[config.mk]
export PLATFORM = sky130hd
export DESIGN_NAME = rk4n_isqrt
export DESIGN_NICKNAME = d
export VERILOG_FILES = /design/src/hw/rtl/rk4n_pkg.sv /design/src/hw/rtl/rk4n_isqrt.sv
export SDC_FILE = /design/constraint.sdc
export NUM_CORES = 1
export LEC_CHECK = 0
export BUFFER_PORTS_ARGS = -buffer_cell sky130_fd_sc_hd__buf_2
export CAP_MARGIN = 20
export CORE_UTILIZATION = 56
export DETAILED_ROUTE_END_ITERATION = 10
export PLACE_DENSITY_LB_ADDON = 0.2
export SYNTH_ARGS = -nofsm -noshare
export SYNTH_HDL_FRONTEND = slang
export SYNTH_SLANG_ARGS = --single-unit
[constraint.sdc]
create_clock -name clk_i -period 6.8 [get_ports clk_i]
set_clock_uncertainty 0.15 [all_clocks]
set_input_delay 0.34 -clock clk_i [delete_from_list [all_inputs] [get_ports clk_i]]
set_output_delay 0.34 -clock clk_i [all_outputs]
set_load 0.01 [all_outputs]
[src/hw/rtl/rk4n_pkg.sv]
// Shared constants, types and helper functions of the imaginary-time RK4 step block.
// Every other file of the block but rk4n_ram uses this package; it depends on nothing.
package rk4n_pkg;

  localparam int MaxAmps = 64;
  localparam int AddrW   = $clog2(MaxAmps);
  localparam int CntW    = $clog2(MaxAmps + 1);

  localparam int AmpW    = 16;
  localparam int TsW     = 16;
  localparam int SumW    = 36;
  localparam int SqW     = 33;
  localparam int RootW   = 18;
  localparam int QuoW    = 31;
  localparam int FracW   = 24;
  localparam int FW      = 34;
  localparam int PW      = 48;
  localparam int AccW    = 82;
  localparam int TW      = AccW - FracW;
  localparam int GainExp = 40;

  localparam int RegIdxW = 1;
  localparam logic [RegIdxW-1:0] RegTimeStep = 1'b0;

  localparam logic [TsW-1:0]  TsReset = 16'd655;
  localparam logic [SumW-1:0] SumMax  = '1;

  typedef logic signed [AmpW-1:0] amp_t;

  typedef struct packed {
    amp_t re;
    amp_t im;
  } cplx_t;

  // Quotient magnitude back to a signed part, with saturation on both sides.
  function automatic amp_t quo_to_amp(input logic [QuoW-1:0] q, input logic neg);
    amp_t res;
    if (!neg) begin
      res = (q > QuoW'(32767)) ? 16'sh7fff : amp_t'(q[AmpW-1:0]);
    end else begin
      res = (q > QuoW'(32768)) ? 16'sh8000 : amp_t'(-q[AmpW-1:0]);
    end
    return res;
  endfunction

endpackage

[src/hw/rtl/rk4n_isqrt.sv]
// Integer square root of the accumulated squared magnitude, one result bit per cycle.
// Uses rk4n_pkg for widths.
module rk4n_isqrt (
  input  logic                       clk_i,
  input  logic                       rst_ni,
  input  logic                       start_i,
  input  logic [rk4n_pkg::SumW-1:0]  value_i,
  output logic                       done_o,
  output logic [rk4n_pkg::RootW-1:0] root_o
);
  import rk4n_pkg::*;

  localparam int SqrtW = SumW + 2;

  logic             busy_q;
  logic [SqrtW-1:0] v_q, res_q, bit_q, trial;

  assign trial  = res_q + bit_q;
  assign done_o = busy_q && bit_q[0];
  assign root_o = (v_q >= trial) ? RootW'((res_q >> 1) + bit_q) : RootW'(res_q >> 1);

  always_ff @(posedge clk_i or negedge rst_ni) begin
    if (!rst_ni) begin
      busy_q <= 1'b0;
    end else if (start_i) begin
      busy_q <= 1'b1;
    end else if (done_o) begin
      busy_q <= 1'b0;
    end
  end

  always_ff @(posedge clk_i) begin
    if (start_i) begin
      v_q   <= SqrtW'(value_i);
      res_q <= '0;
      bit_q <= SqrtW'(1) << SumW;
    end else if (busy_q) begin
      if (v_q >= trial) begin
        v_q   <= v_q - trial;
        res_q <= (res_q >> 1) + bit_q;
      end else begin
        res_q <= res_q >> 1;
      end
      bit_q <= bit_q >> 2;
    end
  end

endmodule

==> flow_metrics.tcl <==
set metrics [dict create \
    hold_path_class "in -> reg" \
    routed_wl_um 21800 \
    cp_slowest_cell "and2_4" \
    wl_per_cell_um 17.7 \
    num_vias 7658 \
    rsz0062_at_grt "false" \
    relSlewSlack 0.388 \
    grt_pass1_wl_um 35900 \
    remaining_drc_errors 4 \
    routabilityCongestion 0.920 \
    synth_warnings 0 \
    clock-sinks 96 \
    crit_path_cell_trace "ha_1 -> a31oi_1 -> o21bai_1 -> a211oi_2 -> nor3_1 -> nor3_1 -> o21bai_1 -> a31oi_1 -> o21bai_1 -> xnor2_1 -> ha_1 -> inv_1 -> nor2_1 -> and4bb_1 -> and3_1 -> nand3b_1 -> a21o_1 -> buf_4 -> and2_4 -> mux2_4 -> buf_2" \
    min-delay-start "value_i[3]" \
    p_leak_uw 0.00391 \
    yosysTopAreaCellShare 0.140 \
    violations "design-rule violations" \
    io_buffers 57 \
    rows 44 \
    worst_path_most_repeated_cell "o21bai_1" \
    synth_edf_count 36 \
    cts_tree "built" \
    grt_pass1_vias 7171 \
    critPathCaptureType "primary output" \
    hold_viol_final 0 \
    grt_use_met1 0.370 \
    avgViaCountPerCell 6.20 \
    clk_pin_slew_ps 70 \
    setup_tns_ps 0 \
    netlist_instances 1020 \
    multi_input_area_um2 5810 \
    critPathKind "reg -> out" \
    synthArstFlopShare 0.0104 \
    gr-total-overflow 0 \
    startpoint_type "flop" \
    required_ps 6310 \
    cts_buffer_depth 2 \
    clock-root-buffer "clkbuf_16" \
    r2r_slack_ps 910 \
    synthTopCellsByCount "nand2_1, nor2_1, o21ai_0, ha_1, a21oi_1" \
    startpoint "res_q[2]$_SDFFE_PP0P_" \
    register_area_um2 2290 \
    cts_resized 0 \
    cp_max_fo 28 \
    finalCriticalPeriod_ps 6260 \
    synth_top_area_cell "dfxtp_1" \
    r2r_start "res_q[2]$_SDFFE_PP0P_" \
    htree_num_levels 3 \
    area_growth_pct 7.81 \
    drv_cap 0 \
    syn_area_um2 8440 \
    vdd_drop_max_mv 0.308 \
    max_freq_ghz 0.160 \
    syn_avg_cell_area_um2 8.28 \
    crit_path_max_incr_delay_ps 430 \
    die_h_um 125 \
    synthesis.nets 1138 \
    yosysSeqAreaShare 0.271 \
    track_usage 0.286 \
    post-synth-top-count-cell "nand2_1" \
    ant_nets 0 \
    antenna_found_initial 0 \
    detailed_place.area_um2 8780 \
    design_area_um2 9100 \
    fillers 1328 \
    synth_area_leaders "dfxtp_1, edfxtp_1, ha_1" \
    power_density_nw_per_um2 434 \
    use_met2 0.478 \
    hpwl_um 15800 \
    yosysUniqueCellTypes 72 \
    ys.flop_type "dfxtp_1" \
    setup_slack_ps 537 \
    max_slew.worst_pin.slew_ps 906 \
    die_w_um 125 \
    diodes 0 \
    synth-seq-cells 96 \
    place_ws_ps 968 \
    busiest_layer "met2" \
    firstDrtPassIters 9 \
    initial_core_util 0.576 \
    num_io_pins 58 \
    layout-drive-gt1-share 0.118 \
    cts_buffers 9 \
    clock_latency_ps 360 \
    grt_max_degree 81 \
    core_um2 14600 \
    period_share 0.921 \
    status "finished with violations" \
    grt_use_met3 0.0481 \
    drv_slew 0 \
    drtIter0Drc 665 \
    setup_violations 0 \
    nets 1164 \
    crit_arrival_ps 5770 \
    dieArea_um2 15600 \
]
worst max-delay path: cells and delay by family (launching register included):
kind	cells	cell delay [ps]
fa+ha+maj	2	780
xor+xnor	1	140
buf+inv	3	520
flops	1	360
mux	1	340
compound gates	7	1650
simple gates	7	1590
cell type report:
class                      count  share of cell area
multi-input combinational    843               0.638
sequential                    96               0.251
timing repair buffer          64              0.0377
clock buffer                  14              0.0326
tap                          184              0.0253
inverter                      32              0.0132
clock inverter                 2             0.00165
flip-flops by register name, indices dropped and copies added (netlist names):
signal,flops
busy_q,1
v_q,38
bit_q,19
res_q,38
final timing paths:
path | cells after the start | endpoint
setup / recovery | 21 | root_o[12]
hold / removal | 3 | v_q[3]$_DFFE_PP_
setup reg to reg | 21 | v_q[26]$_DFFE_PP_
hold reg to reg | 2 | res_q[2]$_SDFFE_PP0P_
max in group asynchronous | 2 | busy_q$_DFFE_PN0P_
min in group asynchronous | 2 | busy_q$_DFFE_PN0P_
power breakdown:
| group | leakage [µW] | switching [µW] | internal, µW |
|---|---|---|---|
| clock network | 0.000154 | 238 | 305 |
| registers | 0.000854 | 106 | 829 |
| logic | 0.00290 | 1500 | 971 |
| total | 0.00391 | 1850 | 2110 |
cell usage in the layout, fill, tap and decap left out, types with 11 or more instances in the layout:
master	count
nand3_1	32
a31oi_1	29
o211ai_1	15
a211oi_1	13
nand2_1	103
o21ai_0	80
nand4_1	13
nor3_1	12
a21oi_1	65
clkbuf_16	11
mux2i_1	25
a21o_1	24
buf_2	56
xnor2_1	52
xor2_1	40
and3_1	17
edfxtp_1	36
o21bai_1	17
nor2_1	85
inv_1	32
a31o_2	11
dfxtp_1	59
ha_1	78
routing by layer:
metal,routed length (µm),vias up
li1,-,3814
met1,9830,3553
met2,10300,250
met3,1110,41
met4,535,0
met5,0,-
repair_timing:
action                    CTS  global route
hold endpoints to repair    1             0
hold buffers                1             0
setup buffers               0             0
stage by stage:
step | utilization | instances | power [µW] | hold WS, ps
5_1_grt | 0.621 | 1235 | 4240 | 109
2_1_floorplan | - | 1020 | 2870 | -106
3_3_place_gp | 0.600 | 1218 | 3340 | -34.8
4_1_cts | 0.621 | 1235 | 3930 | 98.4
3_5_place_dp | 0.600 | 1218 | 3360 | -34.1
6_report | 0.621 | 1235 | 3950 | 104
cell families after synthesis:
family	share of synthesized area
AOI/OAI and AO/OA	0.253
xor gates and xnor gates	0.0955
adders and majority gates	0.118
buffers and inverters	0.0424
DFF	0.271
muxes	0.0474
and+or+nand+nor	0.173
Power figures use the tool's default switching activity.
