$ cat src/hw/rtl/rk4n_pkg.sv
// Shared constants, types and helper functions of the imaginary-time RK4 step block.
// Every other file of the block but rk4n_ram uses this package; it depends on nothing.
package rk4n_pkg;

  localparam int MaxAmps = 64;
  localparam int AddrW   = $clog2(MaxAmps);
  localparam int CntW    = $clog2(MaxAmps + 1);

  localparam int AmpW    = 16;
  localparam int TsW     = 16;
  localparam int SumW    = 36;
  localparam int SqW     = 33;
  localparam int RootW   = 18;
  localparam int QuoW    = 31;
  localparam int FracW   = 24;
  localparam int FW      = 34;
  localparam int PW      = 48;
  localparam int AccW    = 82;
  localparam int TW      = AccW - FracW;
  localparam int GainExp = 40;

  localparam int RegIdxW = 1;
  localparam logic [RegIdxW-1:0] RegTimeStep = 1'b0;

  localparam logic [TsW-1:0]  TsReset = 16'd655;
  localparam logic [SumW-1:0] SumMax  = '1;

  typedef logic signed [AmpW-1:0] amp_t;

  typedef struct packed {
    amp_t re;
    amp_t im;
  } cplx_t;

  // Quotient magnitude back to a signed part, with saturation on both sides.
  function automatic amp_t quo_to_amp(input logic [QuoW-1:0] q, input logic neg);
    amp_t res;
    if (!neg) begin
      res = (q > QuoW'(32767)) ? 16'sh7fff : amp_t'(q[AmpW-1:0]);
    end else begin
      res = (q > QuoW'(32768)) ? 16'sh8000 : amp_t'(-q[AmpW-1:0]);
    end
    return res;
  endfunction

endpackage

$ cat src/hw/rtl/rk4n_rdiv.sv
// Restoring divider shared by both parts of each output amplitude, one quotient
// bit per cycle. Uses rk4n_pkg for widths.
module rk4n_rdiv (
  input  logic                       clk_i,
  input  logic                       rst_ni,
  input  logic                       start_i,
  input  logic [rk4n_pkg::QuoW-1:0]  num_i,
  input  logic [rk4n_pkg::RootW-1:0] den_i,
  output logic                       done_o,
  output logic [rk4n_pkg::QuoW-1:0]  quo_o
);
  import rk4n_pkg::*;

  localparam int CntBits = $clog2(QuoW);

  logic               busy_q;
  logic [CntBits-1:0] cnt_q;
  logic [QuoW-1:0]    nq_q;
  logic [RootW-1:0]   den_q, rem_q;
  logic [RootW:0]     rem_sh, rem_sub;
  logic               qbit;

  assign rem_sh  = {rem_q, nq_q[QuoW-1]};
  assign qbit    = rem_sh >= {1'b0, den_q};
  assign rem_sub = rem_sh - {1'b0, den_q};
  assign done_o  = busy_q && (cnt_q == CntBits'(QuoW - 1));
  assign quo_o   = {nq_q[QuoW-2:0], qbit};

  always_ff @(posedge clk_i or negedge rst_ni) begin
    if (!rst_ni) begin
      busy_q <= 1'b0;
    end else if (start_i) begin
      busy_q <= 1'b1;
    end else if (done_o) begin
      busy_q <= 1'b0;
    end
  end

  always_ff @(posedge clk_i) begin
    if (start_i) begin
      nq_q  <= num_i;
      den_q <= den_i;
      rem_q <= '0;
      cnt_q <= '0;
    end else if (busy_q) begin
      rem_q <= qbit ? rem_sub[RootW-1:0] : rem_sh[RootW-1:0];
      nq_q  <= {nq_q[QuoW-2:0], qbit};
      cnt_q <= cnt_q + CntBits'(1);
    end
  end

endmodule

$ cat config.mk
export PLATFORM = sky130hd
export DESIGN_NAME = rk4n_rdiv
export DESIGN_NICKNAME = d
export VERILOG_FILES = /design/src/hw/rtl/rk4n_pkg.sv /design/src/hw/rtl/rk4n_rdiv.sv
export SDC_FILE = /design/constraint.sdc
export NUM_CORES = 1
export LEC_CHECK = 0
export ABC_AREA = 1
export ABC_CLOCK_PERIOD_IN_PS = 2500
export BUFFER_PORTS_ARGS = -buffer_cell sky130_fd_sc_hd__clkbuf_2
export CORE_ASPECT_RATIO = 1.25
export CORE_UTILIZATION = 29
export DETAILED_ROUTE_END_ITERATION = 7
export PLACE_DENSITY = 0.49
export SLEW_MARGIN = 20
export SYNTH_ARGS = -nofsm -noshare
export SYNTH_HDL_FRONTEND = slang
export SYNTH_SLANG_ARGS = --single-unit
$ cat constraint.sdc
create_clock -name clk_i -period 2.5 [get_ports clk_i]
set_clock_uncertainty 0.05 [all_clocks]
set_input_delay 0.125 -clock clk_i [delete_from_list [all_inputs] [get_ports clk_i]]
set_output_delay 0.125 -clock clk_i [all_outputs]
set_load 0.01 [all_outputs]
==> reports/metrics.yaml <==
synth:
  yosysWarnings: 0
  synth_top_area_share_pct: 32.15
  syn_avg_cell_area_sq_um: 7.918
  synth_cell_types: 40
  synth_edf_count: 49
  synthArstFlopShare_pct: 1.370
  synth_nets: 651
  netlist_instances: 578
  synth_ff_type: "edfxtp_1"
  ys_top_cells_by_area: "edfxtp_1 (32%), nand2_1 (18%), dfxtp_1 (10%)"
  post-synth-top-count-cell: "nand2_1"
  yosys.area.top_type: "edfxtp_1"
  ys_ff_latch: 73
  synthTopCellsByCount: "nand2_1 (215), inv_1 (71), edfxtp_1 (49)"
  netlist_area_sq_um: 4577
  seq_area_frac_synth_pct: 42.76
setup_path:
  path_cells: "inv_1 > ha_1 > buf_4 > nand2_1 > nand2_1 > a21oi_4 > nand2_4 > nand2_2 > nand2_4 > nand2_8 > nand2_8 > clkbuf_2"
  startpoint_type: "flop"
  end_kind: "output pin"
  slowest_delay_ps: 320
  path_class: "reg -> out"
  crit_path_max_fanout: 21
  critPathSlowestCell: "edfxtp_1"
  path_delay_family: "simple AND/OR/NAND/NOR gates"
  required_ps: 2330
  critPathArrivalTime_ps: 2170
  path_buf_inv: 3
clock_tree:
  worst_skew_pair.late_latency_ps: 340
  clk_pin_slew_ps: 60
  cts_made_buffers: 9
  cts-root-buf: "clkbuf_16"
  clock_path_buffers: 2
  ctsHtreeMaxLevel: 3
  cts_tree: "yes"
  clock-sinks: 73
layout:
  diodes: 0
  layout-drive-gt1-share_pct: 22.84
  num-fill-cells: 1668
  area_delta_synth_final_pct: 22.47
  nNetsFinal: 738
  finalInstanceArea_sq_um: 5605
timing:
  timing.fmax_ghz: 0.4273
  period_share_pct: 93.60
  tightest_slew_ps: 913.3
  holdWs_ps: 11.78
  fin_setup_tns_ps: 0
  setup_viol: 0
  rsz0062_at_grt: "false"
  hold_violations: 0
  relSlewSlack_pct: 39.05
  worst_slack_ps: 160.0
  period_minus_slack_ps: 2340
  slew_viol_final: 0
global_routing:
  grt_pass1_vias: 3803
  grt_pass1_wl_mm: 17.51
  overflow: 0
  antenna_found_initial: 0
  grt_max_degree: 47
  track_usage_pct: 13.79
placement:
  place_congestion: 0.8665
  portBuffers: 83
  dp_slack_ps: 62.32
  place_area_sq_um: 5019
  hpwl_mm: 7.598
detailed_routing:
  drt_iter0_markers: 175
  vias: 3790
  vias_per_cell: 4.297
  antenna_left: 0
  wl_per_cell_um: 12.00
  drc_errors: 0
  drt_pass1_iterations: 4
  totalWireLength_mm: 10.58
min_path:
  hp-class: "in -> reg"
floorplanning:
  die_x_um: 114.4
  die_area_sq_um: 16290
  die_h_um: 142.5
  core_area_sq_um: 15510
  initial_core_util_pct: 29.52
  rows: 51
  num_io_pins: 84
status:
  status: "finished clean"
power_and_ir_drop:
  ir_drop_v: 0.0003249
  power.density_nw_per_um2: 1013
  p_leak_nw: 2.836
flow_run:
  cap_violations: 0
what timing repair did:
action / in CTS / in global routing
pin swaps: 0 / 1
gates resized for setup: 2 / 0
hold endpoints to repair: 22 / 0
hold buffers: 22 / 0
setup buffers: 0 / 2
setup endpoints to repair: 1 / 1
metal layers:
metal	up-vias	routed length, um	global-route usage (%)
met2	102	5189	24.88
met5	-	0	0
met4	0	235	6.835
li1	1965	-	-
met1	1709	4684	15.51
met3	14	475	2.428
per-stage QoR:
| stage | total power, mW | utilization, % | cells |
|---|---|---|---|
| floorplan | 3.701 | - | 578 |
| global placement | 4.182 | 32.37 | 842 |
| detailed placement | 4.195 | 32.37 | 842 |
| CTS | 5.671 | 35.97 | 880 |
| global route | 6.141 | 36.15 | 882 |
| finish | 5.676 | 36.15 | 882 |
layout by cell type (no fill, tap or decap), types with 2 or more instances in the layout:
cell           Yosys  final
edfxtp_1          49     49
inv_2              3      3
nor3_1             2      2
clkbuf_2           1     83
nand2_4            3      2
o21ai_0           11     11
nor2_1            29     29
dlygate4sd3_1      0     22
xnor2_1            6      6
nor2_2             3      2
o21ai_1            4      4
nand3b_1          12     12
clkinv_4           0      3
nand3_2           11     11
nand3_1           30     30
nand4_1            3      3
ha_1              20     20
a31oi_1            2      2
clkbuf_16          0     10
a21oi_1           12     12
nand2_2           10     10
dfxtp_1           23     23
nand2_1          215    215
inv_1             71     71
a21oi_4            2      2
clkinv_1           2      2
nand2_8            1      2
buf_4             31     16
power breakdown:
part | total [mW] | switching (mW) | internal, mW
Sequential | 1.64 | 0.125 | 1.52
Combinational | 2.64 | 1.54 | 1.10
Clock | 1.39 | 0.529 | 0.864
Total | 5.68 | 2.19 | 3.48
path summary, 6_finish.rpt:
path	from	endpoint	slack [ps]	depth (start not counted)
setup / recovery	den_q[6]	quo_o[0]	160	12
hold / removal	num_i[13]	nq_q[13]	10	3
setup reg to reg	den_q[16]	rem_q[8]	270	9
hold reg to reg	cnt_q[4]	cnt_q[4]	410	1
max in group asynchronous	rst_ni	busy_q	2240	2
min in group asynchronous	rst_ni	busy_q	80	2
flip-flops by register name, summed over array words and instances, names as in the netlist:
signal,count
rem_q,18
cnt_q,5
busy_q,1
nq_q,31
den_q,18
cells by family (layout without fill, tap and decap cells):
kind of cell,after synthesis,count (layout),share of synthesized area (%)
compound gates,34,34,4.483
flops,73,73,42.76
fa+ha+maj,21,21,5.905
xor+xnor,7,7,1.340
buf+inv,122,214,13.91
simple gates,321,321,31.60
layout make-up:
class	instances	area, sq um	share of cell area [%]
clock buffer	11	264.0	4.710
clock inverter	5	61.31	1.094
inverter	76	285.3	5.089
multi-input combinational	383	1997	35.63
sequential	73	1957	34.91
tap	212	265.3	4.732
timing repair buffer	122	775.7	13.84
worst register-to-register path, cell delays in order (launching register included):
cell	delay, ps
edfxtp_1	320
inv_1	40
ha_1	350
a21oi_2	180
o21ai_0	150
nor2_4	430
buf_4	300
nand3_1	100
nand3_1	90
o21ai_0	90
No activity file was read; power rests on OpenSTA's default activity.
