[src/hw/rtl/rk4n_pkg.sv]
// Shared constants, types and helper functions of the imaginary-time RK4 step block.
// Every other file of the block but rk4n_ram uses this package; it depends on nothing.
package rk4n_pkg;

  localparam int MaxAmps = 64;
  localparam int AddrW   = $clog2(MaxAmps);
  localparam int CntW    = $clog2(MaxAmps + 1);

  localparam int AmpW    = 16;
  localparam int TsW     = 16;
  localparam int SumW    = 36;
  localparam int SqW     = 33;
  localparam int RootW   = 18;
  localparam int QuoW    = 31;
  localparam int FracW   = 24;
  localparam int FW      = 34;
  localparam int PW      = 48;
  localparam int AccW    = 82;
  localparam int TW      = AccW - FracW;
  localparam int GainExp = 40;

  localparam int RegIdxW = 1;
  localparam logic [RegIdxW-1:0] RegTimeStep = 1'b0;

  localparam logic [TsW-1:0]  TsReset = 16'd655;
  localparam logic [SumW-1:0] SumMax  = '1;

  typedef logic signed [AmpW-1:0] amp_t;

  typedef struct packed {
    amp_t re;
    amp_t im;
  } cplx_t;

  // Quotient magnitude back to a signed part, with saturation on both sides.
  function automatic amp_t quo_to_amp(input logic [QuoW-1:0] q, input logic neg);
    amp_t res;
    if (!neg) begin
      res = (q > QuoW'(32767)) ? 16'sh7fff : amp_t'(q[AmpW-1:0]);
    end else begin
      res = (q > QuoW'(32768)) ? 16'sh8000 : amp_t'(-q[AmpW-1:0]);
    end
    return res;
  endfunction

endpackage

[src/hw/rtl/rk4n_scale.sv]
// Gain unit: evaluates the RK4 polynomial in Horner form with a digit-serial
// multiplier and a radix-256 divide-by-three, then scales both parts. Uses rk4n_pkg.
module rk4n_scale (
  input  logic                     clk_i,
  input  logic                     rst_ni,
  input  logic                     start_i,
  input  logic [rk4n_pkg::TsW-1:0] time_step_i,
  input  rk4n_pkg::amp_t           energy_i,
  input  rk4n_pkg::amp_t           amp_re_i,
  input  rk4n_pkg::amp_t           amp_im_i,
  output logic                     done_o,
  output rk4n_pkg::cplx_t          res_o
);
  import rk4n_pkg::*;

  typedef enum logic [4:0] {
    SC_IDLE = 5'b00001,
    SC_F    = 5'b00010,
    SC_MUL  = 5'b00100,
    SC_POST = 5'b01000,
    SC_DIV3 = 5'b10000
  } sc_state_e;

  // Which product the multiplier is working on.
  typedef enum logic [2:0] {
    STG_P3 = 3'd0,
    STG_P2 = 3'd1,
    STG_G  = 3'd2,
    STG_RE = 3'd3,
    STG_IM = 3'd4
  } stg_e;

  localparam int DigW       = 16;
  localparam int Div3Steps  = PW / 8;
  localparam logic signed [PW-1:0]   OneP    = PW'(1 << FracW);
  localparam logic signed [TW-1:0]   OneT    = TW'(1 << FracW);
  localparam logic signed [TW-1:0]   GainMax = TW'(64'sd1 <<< GainExp);
  localparam logic signed [AccW-1:0] Half    = AccW'(1 << (FracW - 1));

  sc_state_e st_q, st_d;
  stg_e      stg_q, stg_d;

  logic [TsW-1:0]          ts_q;
  amp_t                    en_q, ar_q, ai_q;
  logic signed [FW-1:0]    f_q, f_d;
  logic signed [PW-1:0]    p_q, p_d;
  logic signed [AccW-1:0]  acc_q, acc_d;
  logic [1:0]              dig_q, dig_d;
  logic [PW-1:0]           m_q, m_d, q_q, q_d;
  logic [1:0]              rem_q, rem_d;
  logic                    neg_q, neg_d;
  logic [2:0]              dcnt_q, dcnt_d;
  amp_t                    sr_q, sr_d, si_q, si_d;

  logic signed [FW-1:0]    a_op;
  logic signed [DigW:0]    dig_op;
  logic signed [FW+DigW:0] part;
  logic signed [AccW-1:0]  part_x;
  logic signed [TW-1:0]    t_v, rnd_v, tmp_v, amp_v;
  logic signed [AccW-1:0]  rnd_full;
  logic signed [2*AmpW:0]  ts_en;
  logic [2:0]              r3;
  logic [1:0]              rem_v;
  logic [7:0]              qb;
  logic [PW-1:0]           q_next;

  // Multiplier operand and one digit of the Horner value or gain.
  always_comb begin
    case (stg_q)
      STG_RE:  a_op = FW'(ar_q);
      STG_IM:  a_op = FW'(ai_q);
      default: a_op = f_q;
    endcase
    if (dig_q == 2'd2) begin
      dig_op = {p_q[PW-1], p_q[PW-1 -: DigW]};
    end else begin
      dig_op = {1'b0, p_q[DigW*dig_q +: DigW]};
    end
    part   = a_op * dig_op;
    part_x = AccW'(part);
    acc_d  = acc_q + (part_x <<< {dig_q, 4'b0000});
  end

  // Eight bits of floor division by three per cycle.
  always_comb begin
    rem_v = rem_q;
    qb    = '0;
    r3    = '0;
    for (int i = 0; i < 8; i++) begin
      r3 = {rem_v, m_q[PW-1-i]};
      if (r3 >= 3'd3) begin
        qb[7-i] = 1'b1;
        r3      = r3 - 3'd3;
      end
      rem_v = r3[1:0];
    end
    q_next = {q_q[PW-9:0], qb};
  end

  always_comb begin
    ts_en    = $signed({1'b0, ts_q}) * en_q;
    f_d      = -FW'(ts_en);
    t_v      = acc_q[AccW-1:FracW];
    rnd_full = acc_q + Half;
    rnd_v    = rnd_full[AccW-1:FracW];
    if (rnd_v > TW'(32767)) begin
      amp_v = TW'(32767);
    end else if (rnd_v < -TW'(32768)) begin
      amp_v = -TW'(32768);
    end else begin
      amp_v = rnd_v;
    end
    tmp_v = '0;

    st_d   = st_q;
    stg_d  = stg_q;
    p_d    = p_q;
    dig_d  = dig_q;
    m_d    = m_q;
    q_d    = q_q;
    rem_d  = rem_q;
    neg_d  = neg_q;
    dcnt_d = dcnt_q;
    sr_d   = sr_q;
    si_d   = si_q;
    done_o = 1'b0;

    case (st_q)
      SC_IDLE: begin
        if (start_i) begin
          st_d = SC_F;
        end
      end
      SC_F: begin
        p_d   = OneP + PW'(f_d >>> 2);
        stg_d = STG_P3;
        dig_d = '0;
        st_d  = SC_MUL;
      end
      SC_MUL: begin
        if (dig_q == 2'd2) begin
          dig_d = '0;
          st_d  = SC_POST;
        end else begin
          dig_d = dig_q + 2'd1;
        end
      end
      SC_POST: begin
        dig_d = '0;
        st_d  = SC_MUL;
        case (stg_q)
          STG_P3: begin
            neg_d  = t_v[TW-1];
            tmp_v  = t_v[TW-1] ? (TW'(2) - t_v) : t_v;
            m_d    = tmp_v[PW-1:0];
            q_d    = '0;
            rem_d  = '0;
            dcnt_d = '0;
            st_d   = SC_DIV3;
          end
          STG_P2: begin
            tmp_v = OneT + (t_v >>> 1);
            p_d   = tmp_v[PW-1:0];
            stg_d = STG_G;
          end
          STG_G: begin
            tmp_v = OneT + t_v;
            if (tmp_v[TW-1]) begin
              p_d = '0;
            end else if (tmp_v > GainMax) begin
              p_d = GainMax[PW-1:0];
            end else begin
              p_d = tmp_v[PW-1:0];
            end
            stg_d = STG_RE;
          end
          STG_RE: begin
            sr_d  = amp_v[AmpW-1:0];
            stg_d = STG_IM;
          end
          STG_IM: begin
            si_d   = amp_v[AmpW-1:0];
            done_o = 1'b1;
            st_d   = SC_IDLE;
          end
          default: st_d = SC_IDLE;
        endcase
      end
      SC_DIV3: begin
        m_d    = {m_q[PW-9:0], 8'h00};
        q_d    = q_next;
        rem_d  = rem_v;
        dcnt_d = dcnt_q + 3'd1;
        if (dcnt_q == 3'(Div3Steps - 1)) begin
          p_d   = OneP + (neg_q ? -$signed(q_next) : $signed(q_next));
          stg_d = STG_P2;
          dig_d = '0;
          st_d  = SC_MUL;
        end
      end
      default: st_d = SC_IDLE;
    endcase
  end

  always_ff @(posedge clk_i or negedge rst_ni) begin
    if (!rst_ni) begin
      st_q <= SC_IDLE;
    end else begin
      st_q <= st_d;
    end
  end

  always_ff @(posedge clk_i) begin
    if (st_q == SC_IDLE && start_i) begin
      ts_q <= time_step_i;
      en_q <= energy_i;
      ar_q <= amp_re_i;
      ai_q <= amp_im_i;
    end
    if (st_q == SC_F) begin
      f_q <= f_d;
    end
    if (st_q == SC_MUL) begin
      acc_q <= acc_d;
    end else begin
      acc_q <= '0;
    end
    stg_q  <= stg_d;
    p_q    <= p_d;
    dig_q  <= dig_d;
    m_q    <= m_d;
    q_q    <= q_d;
    rem_q  <= rem_d;
    neg_q  <= neg_d;
    dcnt_q <= dcnt_d;
    sr_q   <= sr_d;
    si_q   <= si_d;
  end

  assign res_o = '{re: sr_d, im: si_d};

endmodule

[config.mk]
export PLATFORM = sky130hd
export DESIGN_NAME = rk4n_scale
export DESIGN_NICKNAME = d
export VERILOG_FILES = /design/src/hw/rtl/rk4n_pkg.sv /design/src/hw/rtl/rk4n_scale.sv
export SDC_FILE = /design/constraint.sdc
export NUM_CORES = 2
export LEC_CHECK = 0
export BUFFER_PORTS_ARGS = -buffer_cell sky130_fd_sc_hd__buf_2
export CAP_MARGIN = 20
export CORE_MARGIN = 2
export CORE_UTILIZATION = 39
export CTS_CLUSTER_SIZE = 30
export DETAILED_ROUTE_END_ITERATION = 8
export SLEW_MARGIN = 20
export SYNTH_ARGS = -nofsm -noshare
export SYNTH_HDL_FRONTEND = slang
export SYNTH_SLANG_ARGS = --single-unit
export TNS_END_PERCENT = 100
[constraint.sdc]
create_clock -name clk_i -period 12.8 [get_ports clk_i]
set_input_delay 2.56 -clock clk_i [delete_from_list [all_inputs] [get_ports clk_i]]
set_output_delay 2.56 -clock clk_i [all_outputs]
set_load 0.05 [all_outputs]
==> out/metrics.cfg <==
[run_status]
status = finished, violations left
failed_checks = DRC

[worst_setup_path]
rr_startpoint = dig_q[0]$_SDFFCE_PP0P_
required_ns = 13.34
worst_setup_path_start_kind = flip-flop
r2r_slack_ns = 0.48
crit_fanout = 15
end_kind = flip-flop
crit_path_frequent_cell = fa_1
crit_path_top_delay_cell = fa_1
critPathKind = reg -> reg
startpoint = dig_q[0]$_SDFFCE_PP0P_
critPathMaxStageDelay_ns = 0.62
critPathArrivalTime_ns = 12.87

[clocking]
clock_path_buffers = 3
cts-root-buf = clkbuf_16
cts_tree = done
ctsHoldBuffers = 0
htree_levels = 2
cts_buffers = 48
cts.reportedPaths.clkPinSlew_ns = 0.06
cts.sinks = 364
clock_latency_ns = 0.67

[yosys]
yosysTopAreaCell = fa_1
synth_ff_type = edfxtp_1
ys_seq_elements = 364
synthCells = 6132
synth.top_cell.area_share_pct = 28.1
ys_types = 109
avgSynthCellArea_um2 = 8.76
syn_nets = 7310
yosys_warnings = 0
synth_area_leaders = fa_1, edfxtp_1, ha_1, inv_1, nand2_1
yosys-top-cells-count = inv_1, fa_1, nand2_1
async_flop_share_pct = 1.37
yosysMostFrequentCell = inv_1
syn_area_um2 = 53700
synth-edff-count = 245
ys_seq_area_share_pct = 18.2

[timing]
slew_viol_final = 0
clock.fmax_mhz = 81.1
fin_crit_ns = 12.32
slew_headroom_pct = 25.2
skew_ns = 0.0404
tightest_slew_ns = 1.12
whs_ns = 0.469
hold_violations = 0
fin_crit_sh_pct = 96.3
setup_viol = 0

[final_layout]
fin_cells = 7964
area_growth_pct = 8.61
fillCellCount = 13525
multiInputGateArea_um2 = 39600
final_layout_size_suffix_gt1_share_pct = 7.59
fin_nets = 7307
ff_latch_area_um2 = 9770
final_util_pct = 42.5

[routing]
dr.pass1.iters = 8
vias = 44011
drtIter0Drc = 3842
routedWlPerCell_um = 22.0
via_per_inst = 5.53
wl_um = 175000
ant_nets = 0
route.detailed.drc = 2

[global_route]
grt_pass1_vias = 44270
grt_pass1_wl_um = 268000
grt_remaining_overflow = 0
antenna_found_initial = 3
grt_util_all_layers_pct = 24.8
grt_max_degree = 116

[run]
cap_violations = 0

[placed_design]
dpl.hpwl_um = 141000
gp_congestion = 1.00
dp_cells = 7872
port_buffers = 99

[die]
core_um2 = 137000
die_w_um = 375
die-area_um2 = 141000
die_y_um = 375
floorplan.rows = 136
io_pins = 100
start_util_pct = 39.2

[hold_path]
min-delay-start = si_q[10]$_DFF_P_
hold_path_class = reg -> reg

cells in the final DEF (no fill, tap or decap), types with 12 or more instances in the layout:
| cell type | synthesis | final |
|---|---|---|
| or4_1 | 26 | 26 |
| or3_1 | 29 | 29 |
| o21a_1 | 55 | 50 |
| o21ai_1 | 24 | 23 |
| fa_1 | 755 | 755 |
| o22ai_1 | 17 | 17 |
| buf_4 | 1 | 153 |
| nand3_1 | 84 | 83 |
| a221oi_1 | 30 | 29 |
| inv_1 | 900 | 899 |
| o31ai_1 | 34 | 33 |
| clkbuf_16 | 0 | 50 |
| o21ai_0 | 218 | 209 |
| clkinv_1 | 6 | 12 |
| and3_1 | 36 | 36 |
| nand3b_1 | 12 | 12 |
| xor2_1 | 169 | 169 |
| edfxtp_1 | 245 | 245 |
| a21oi_1 | 234 | 231 |
| nor2_1 | 607 | 605 |
| buf_2 | 5 | 99 |
| a21o_1 | 102 | 102 |
| a22oi_1 | 12 | 12 |
| o21bai_1 | 21 | 21 |
| a31oi_1 | 44 | 44 |
| xnor2_1 | 176 | 175 |
| dfxtp_1 | 114 | 114 |
| o211ai_1 | 16 | 16 |
| nor4_1 | 25 | 23 |
| mux2_2 | 34 | 34 |
| nand4_1 | 57 | 57 |
| and2_1 | 184 | 184 |
| nand2_1 | 730 | 729 |
| nor2b_1 | 43 | 43 |
| ha_1 | 356 | 354 |
| mux2i_1 | 47 | 46 |
| nand2b_1 | 51 | 50 |
| a211oi_1 | 28 | 27 |
| nor3_1 | 80 | 78 |
| a221o_1 | 24 | 22 |
layer usage:
| metal | part of all wire (%) | GRT usage (%) | vias to the layer above |
|---|---|---|---|
| met5 | 0.011 | 0 | - |
| met4 | 5.1 | 11.1 | 2 |
| met3 | 7.4 | 4.61 | 344 |
| met2 | 46 | 40.2 | 1585 |
| met1 | 41 | 32.3 | 22079 |
| li1 | - | - | 20001 |
what timing repair did:
action                                  in CTS  in global routing
resized for setup                            0                 32
endpoints found under the setup margin       0                 26
buffers inserted                             0                  1
flip-flops by register name, summed over array words and instances, names as in the netlist:
name / count
st_q: 5
q_q: 40
m_q: 48
ai_q: 16
p_q: 48
sr_q: 16
f_q: 34
dig_q: 2
ts_q: 16
stg_q: 3
acc_q: 82
en_q: 16
rem_q: 2
si_q: 16
neg_q: 1
ar_q: 16
dcnt_q: 3
kinds of logic after synthesis:
group                    synth area share [%]
AO/OA/AOI/OAI                            12.3
multiplexers                             1.62
XOR/XNOR                                 5.66
buffers and inverters                    8.56
AND/OR/NAND/NOR                          17.3
adder cells (fa/ha/maj)                  36.4
flip-flops                               18.2
critical path, delay by kind of cell, from the launching register on:
family          cells  cell delay, ns
compound gates     16            4.39
xor+xnor            2            0.36
fa+ha+maj           9            4.32
mux                 1            0.34
buf+inv             8            1.03
simple gates        8            1.36
flops               1            0.40
path summary, 6_finish.rpt:
kind                                   endpoint  depth (start not counted)
max in group asynchronous   st_q[0]$_DFFE_PN1P_                          1
setup reg to reg           acc_q[81]$_SDFF_PN0_                         44
min in group asynchronous   st_q[2]$_DFFE_PN0P_                          1
setup / recovery           acc_q[81]$_SDFF_PN0_                         44
hold reg to reg                si_q[10]$_DFF_P_                          1
hold / removal                 si_q[10]$_DFF_P_                          1
area by class of cell:
cell class | count | area share, %
antenna | 1 | 0.00429
clock buffer | 57 | 2.19
clock inverter | 33 | 0.568
inverter | 907 | 5.84
multi-input combinational | 4552 | 67.9
sequential | 364 | 16.7
tap | 1794 | 3.85
timing repair buffer | 256 | 2.94
through the flow:
stage / area (µm²) / setup WS [ns] / TNS (ns)
global route: 58300 / -0.0403 / -0.0591
CTS: 58200 / 0.0388 / 0
global placement: 56600 / -0.0422 / -0.0422
detailed placement: 56600 / 0.0945 / 0
floorplan: 53700 / 0.580 / 0
finish: 58300 / 0.475 / 0
Power is not shown: default switching activity piles up to over one toggle a cycle in this logic, so the estimate is an artifact.
